--- src/rtl/core/first_fit_free_list_allocator_core_defines.svh ---
// Assertion helpers shared by the allocator RTL.
`ifndef FIRST_FIT_FREE_LIST_ALLOCATOR_CORE_DEFINES_SVH
`define FIRST_FIT_FREE_LIST_ALLOCATOR_CORE_DEFINES_SVH

// Same-cycle implication, checked outside reset.
`define FFA_ASSERT_IMP(lbl, ante, cons) \
  lbl: assert property (@(posedge clk) disable iff (!rst_n) (ante) |-> (cons)) \
    else $error("allocator check failed");

// Next-cycle implication, checked outside reset.
`define FFA_ASSERT_NXT(lbl, ante, cons) \
  lbl: assert property (@(posedge clk) disable iff (!rst_n) (ante) |=> (cons)) \
    else $error("allocator check failed");

`endif

--- src/rtl/core/ffa_pkg.sv ---
`default_nettype none
package ffa_pkg;

  localparam int HEAP_BYTES_DEF = 65536;
  localparam int MIN_SPLIT_DEF  = 24;
  localparam logic [63:0] GUARD_WORD = 64'hFFFF_FFFF_FFFF_FFFF;
  localparam logic [16:0] HEAP_MIN = 17'd104;

  localparam logic [1:0] REQ_ALLOC  = 2'd0;
  localparam logic [1:0] REQ_FREE   = 2'd1;
  localparam logic [1:0] REQ_METRIC = 2'd2;

  typedef enum logic [2:0] {
    ST_OK      = 3'd0,
    ST_OOM     = 3'd1,
    ST_INVALID = 3'd2,
    ST_CORRUPT = 3'd3,
    ST_FATAL   = 3'd4
  } status_t;

  typedef enum logic [4:0] {
    S_INIT0, S_INIT1, S_IDLE, S_P0, S_P1, S_P2,
    S_A_EV, S_A_NB0, S_A_NB1, S_A_LINK, S_A_H0, S_A_H1,
    S_F_HDR, S_F_HM, S_F_WALK, S_F_BRK, S_F_AC, S_F_AM,
    S_F_W0, S_F_W1, S_F_W2, S_M_EV, S_DONE
  } state_t;

  typedef struct packed {
    logic [16:0] heap;
    logic        nof;
    logic        init;
  } cfg_t;

  typedef struct packed {
    logic        we;
    logic [15:0] woff;
    logic [63:0] wdata;
    logic [15:0] roff;
  } mem_req_t;

  typedef struct packed {
    status_t     status;
    logic [15:0] grant_addr;
    logic [16:0] grant_size;
    logic [16:0] free_total;
    logic [16:0] largest_free;
    logic [12:0] free_count;
  } res_t;

endpackage
`default_nettype wire

--- src/rtl/core/ffa_alu.sv ---
`default_nettype none
module ffa_alu (
  input  wire logic [17:0] op_a,
  input  wire logic [17:0] op_b,
  output logic      [17:0] diff,
  output logic             lt
);
  import ffa_pkg::*;

  // Shared subtract and magnitude compare.
  assign diff = op_a - op_b;
  assign lt   = (op_a < op_b);

endmodule
`default_nettype wire

--- config.mk ---
export PLATFORM = sky130hd
export DESIGN_NAME = ffa_alu
export DESIGN_NICKNAME = d
export VERILOG_FILES = /design/src/rtl/core/first_fit_free_list_allocator_core_defines.svh /design/src/rtl/core/ffa_pkg.sv /design/src/rtl/core/ffa_alu.sv
export SDC_FILE = /design/constraint.sdc
export NUM_CORES = 1
export LEC_CHECK = 0
export BUFFER_PORTS_ARGS = -buffer_cell sky130_fd_sc_hd__buf_2
export CAP_MARGIN = 20
export CORE_MARGIN = 2
export CORE_UTILIZATION = 46
export DETAILED_ROUTE_END_ITERATION = 8
export PLACE_DENSITY_LB_ADDON = 0.15
export SKIP_LAST_GASP = 1
export SYNTH_ARGS = -nofsm -noshare
export SYNTH_HDL_FRONTEND = slang
export SYNTH_SLANG_ARGS = --single-unit
--- constraint.sdc ---
create_clock -name vclk -period 4.45
set_input_delay 0.2225 -clock vclk [all_inputs]
set_output_delay 0.2225 -clock vclk [all_outputs]
set_load 0.01 [all_outputs]
After elaboration in Yosys (flattened, before gate mapping)
Cells that the tools add are included.
{ "word_totals": {"register_bits": 0, "in_bits": 36} }
{ "classes": {"add_sub_neg": 1, "order_cmp": 1} }
{ "ops": {"columns": ["op", "count"], "rows": [
  ["18-bit less-than comparator", 1],
  ["18-bit subtractor", 1]
]} }

Longest topological paths before layout
{ "logic_depth": {"word_depth": 1, "mapped_depth": 9, "mapped_depth_nobuf": 9} }

Worst setup path before layout
Ideal clock, no wire load.
{ "synth_path": {"path_type": "input to output", "start": "input port op_a[0]", "end": "output port diff[12]", "arrival_ps": 2015, "required_ps": 4228, "slack_ps": 2212, "cell_stages": 9, "cell_sequence": "inv_1 ha_1 inv_1 fa_1 a211oi_2 o21ai_2 a31o_4 or3b_1 and3_1"} }
{ "synth_via": {"elab_chain_len": 1} }
{ "synth_rtl": {"columns": ["item", "line_no", "source"], "rows": [
  ["start: declaration", "ffa_alu.sv:3", "input wire logic [17:0] op_a,"],
  ["18-bit subtractor", "ffa_alu.sv:11", "assign diff = op_a - op_b;"],
  ["end: declaration", "ffa_alu.sv:5", "output logic [17:0] diff,"]
]} }
No other way between the ends.

Final worst setup path
Ends and elaborated chain as after synthesis.

==> flow_summary.ini <==
[place]
gp_congestion = 0.825
dp_hpwl_um = 2010
port_buffers = 55
place_inst = 220

[drt]
wirelength_um = 2250
via_count = 1173
wire_per_inst_um = 10.2
dr.pass1.iters = 4
route.met3.wl_um = 109
top_layer = met4
wl_met2_um = 1200
drt-met1-wl_um = 934
ant_nets = 0
drc = 0
viasPerCell = 5.33
drtIter0Drc = 11

[critical_path]
critPathKind = in -> out
setup.worst_path.start_class = input pin
required_ns = 4.23
worstPathArrival_ns = 2.28
cp_max_fo = 4
crit_path_end_kind = output pin

[sta]
fin_tns_setup_ns = 0
rsz0062_at_grt = false
slew_viol_final = 0
hold_viol = 0
fin_crit_ns = 2.50
worst_pin_slew_ns = 0.477
min_period_over_period_pct = 56.2
finalSetupViolations = 0
relSlewSlack_pct = 67.9
fmax_mhz = 400

[yosys]
syn_avg_cell_area_sq_um = 6.96
synth_area_leaders = ha_1, inv_1, a21oi_1
syn-cell-area_sq_um = 975
synth_top_area_cell = ha_1
ys_types = 41
yosysSeqAreaShare_pct = 0
synth.yosys.warnings = 0
syn_nets = 195
synth_cells = 140
yosys.area.top_type_share_pct = 23.1

[floorplan]
initial_core_util_pct = 49.2
io_pins = 55
die_w_um = 50.0
rows = 16
core-area_sq_mm = 0.00198
dieArea_sq_mm = 0.00250
die_y_um = 50.0

[hold_path]
min_to = diff[0]
holdPathStages = 4
worstHoldPathType = in -> out
hp-start = op_b[0]

[finish]
seqCellArea_sq_um = 0
stdcell_count = 220
drive_gt1_share_pct = 32.6
nFlopsAndLatches = 0
nets = 250
layout.cells.most_common = buf_2
layout_common_cells = buf_2, inv_1, ha_1
num-clock-buffers = 0
n_antenna_cell = 0
area_delta_synth_final_pct = 30.2
n_fill_cell = 198

[pwr]
p_leak_nw = 0.688
power_density_mw_per_mm2 = 161
ir_drop_mv = 0.0907

[clock_network]
cts_setup_buffers = 0
postCtsHoldBufs = 0
cts_resized = 0

[flow_run]
cap_violations = 0

[global_routing]
first_global_vias = 1042
grt_pass1_wl_um = 3860
antenna_found_initial = 0
grt.total_usage_pct = 18.2
grt_max_degree = 10
overflow = 0

[run_status]
outcome = complete, no violations
==> final cells by class <==
type | count | area (sq um) | area share (%)
multi-input cells | 116 | 877 | 69.1
repair buffers | 55 | 275 | 21.7
inverters | 22 | 82.6 | 6.51
well taps | 27 | 33.8 | 2.66
==> metrics by stage <==
| stage | worst slack (ns) | power [mW] | utilization, % | cell area [sq um] | hold WS, ns |
|---|---|---|---|---|---|
| 2_1_floorplan | 2.21 | 0.141 | - | 975 | 0.593 |
| 3_3_place_gp | 1.96 | 0.201 | 64.0 | 1270 | 0.779 |
| 3_5_place_dp | 1.95 | 0.205 | 64.0 | 1270 | 0.781 |
| 4_1_cts | 1.94 | 0.207 | 64.0 | 1270 | 0.783 |
| 5_1_grt | 1.85 | 0.229 | 64.0 | 1270 | 0.812 |
| 6_report | 1.95 | 0.205 | 64.0 | 1270 | 0.778 |
==> cells in the mapped netlist <==
| master | n |
|---|---|
| ha_1 | 18 |
| o311ai_0 | 1 |
| o311ai_1 | 1 |
| o21a_1 | 3 |
| nand3_1 | 2 |
| nand4_1 | 2 |
| or3b_1 | 1 |
| a21oi_1 | 14 |
| clkbuf_1 | 1 |
| a21o_1 | 1 |
| nor3_1 | 1 |
| o211ai_1 | 5 |
| nand2_1 | 12 |
| inv_1 | 22 |
| a31o_4 | 1 |
| o21ai_2 | 1 |
| nor4_1 | 1 |
| fa_1 | 1 |
| a211oi_2 | 2 |
| a2111o_1 | 1 |
| xor2_1 | 5 |
| o31ai_1 | 1 |
| and2_1 | 1 |
| nand2b_1 | 1 |
| nor2_1 | 9 |
| mux2i_1 | 1 |
| and2_4 | 1 |
| xnor2_1 | 7 |
| buf_6 | 1 |
| nand3b_1 | 1 |
| mux2_2 | 1 |
| a31oi_1 | 2 |
| or2_2 | 1 |
| nor3b_1 | 1 |
| o21bai_1 | 1 |
| nor2b_1 | 1 |
| o31a_1 | 2 |
| a311o_1 | 1 |
| o21ai_0 | 7 |
| and3_1 | 3 |
| a21oi_2 | 1 |
==> metal layers <==
metal	vias to the layer above	track usage, %
met4	0	2.31
met3	2	1.21
met1	525	20.5
met2	37	36.8
li1	609	-
met5	-	0
==> cells by family (layout without fill, tap and decap cells) <==
kind of cell | count (synthesis) | count (layout) | synth area share (%)
AO/OA/AOI/OAI | 45 | 45 | 32.5
adder cells (fa/ha/maj) | 19 | 19 | 25.2
buffers and inverters | 24 | 77 | 10.0
XOR/XNOR | 12 | 12 | 10.8
AND/OR/NAND/NOR | 38 | 38 | 19.4
multiplexers | 2 | 2 | 2.18
==> critical path, cell delays in order <==
cell      delay, ns
buf_2          0.09
inv_1          0.04
ha_1           0.15
inv_1          0.05
fa_1           0.42
a211oi_2       0.26
o21ai_2        0.11
a31o_4         0.27
or3b_1         0.36
and3_1         0.16
buf_2          0.13
==> power by group <==
| group | total (mW) | internal [mW] | switching (mW) | leakage [nW] |
|---|---|---|---|---|
| registers | 0 | 0 | 0 | 0 |
| clock network | 0 | 0 | 0 | 0 |
| logic | 0.205 | 0.0963 | 0.108 | 0.688 |
| total | 0.205 | 0.0963 | 0.108 | 0.688 |
==> worst max-delay path by stage <==
stage / from / end / slack [ns]
finish: op_a[0] / diff[12] / 1.95
global route: op_a[0] / diff[12] / 1.85
CTS: op_a[0] / diff[12] / 1.94
detailed placement: op_a[0] / diff[12] / 1.95
global placement: op_a[0] / diff[12] / 1.96
floorplan: op_a[0] / diff[12] / 2.21
Note: power is estimated with default switching activity, not from simulation.
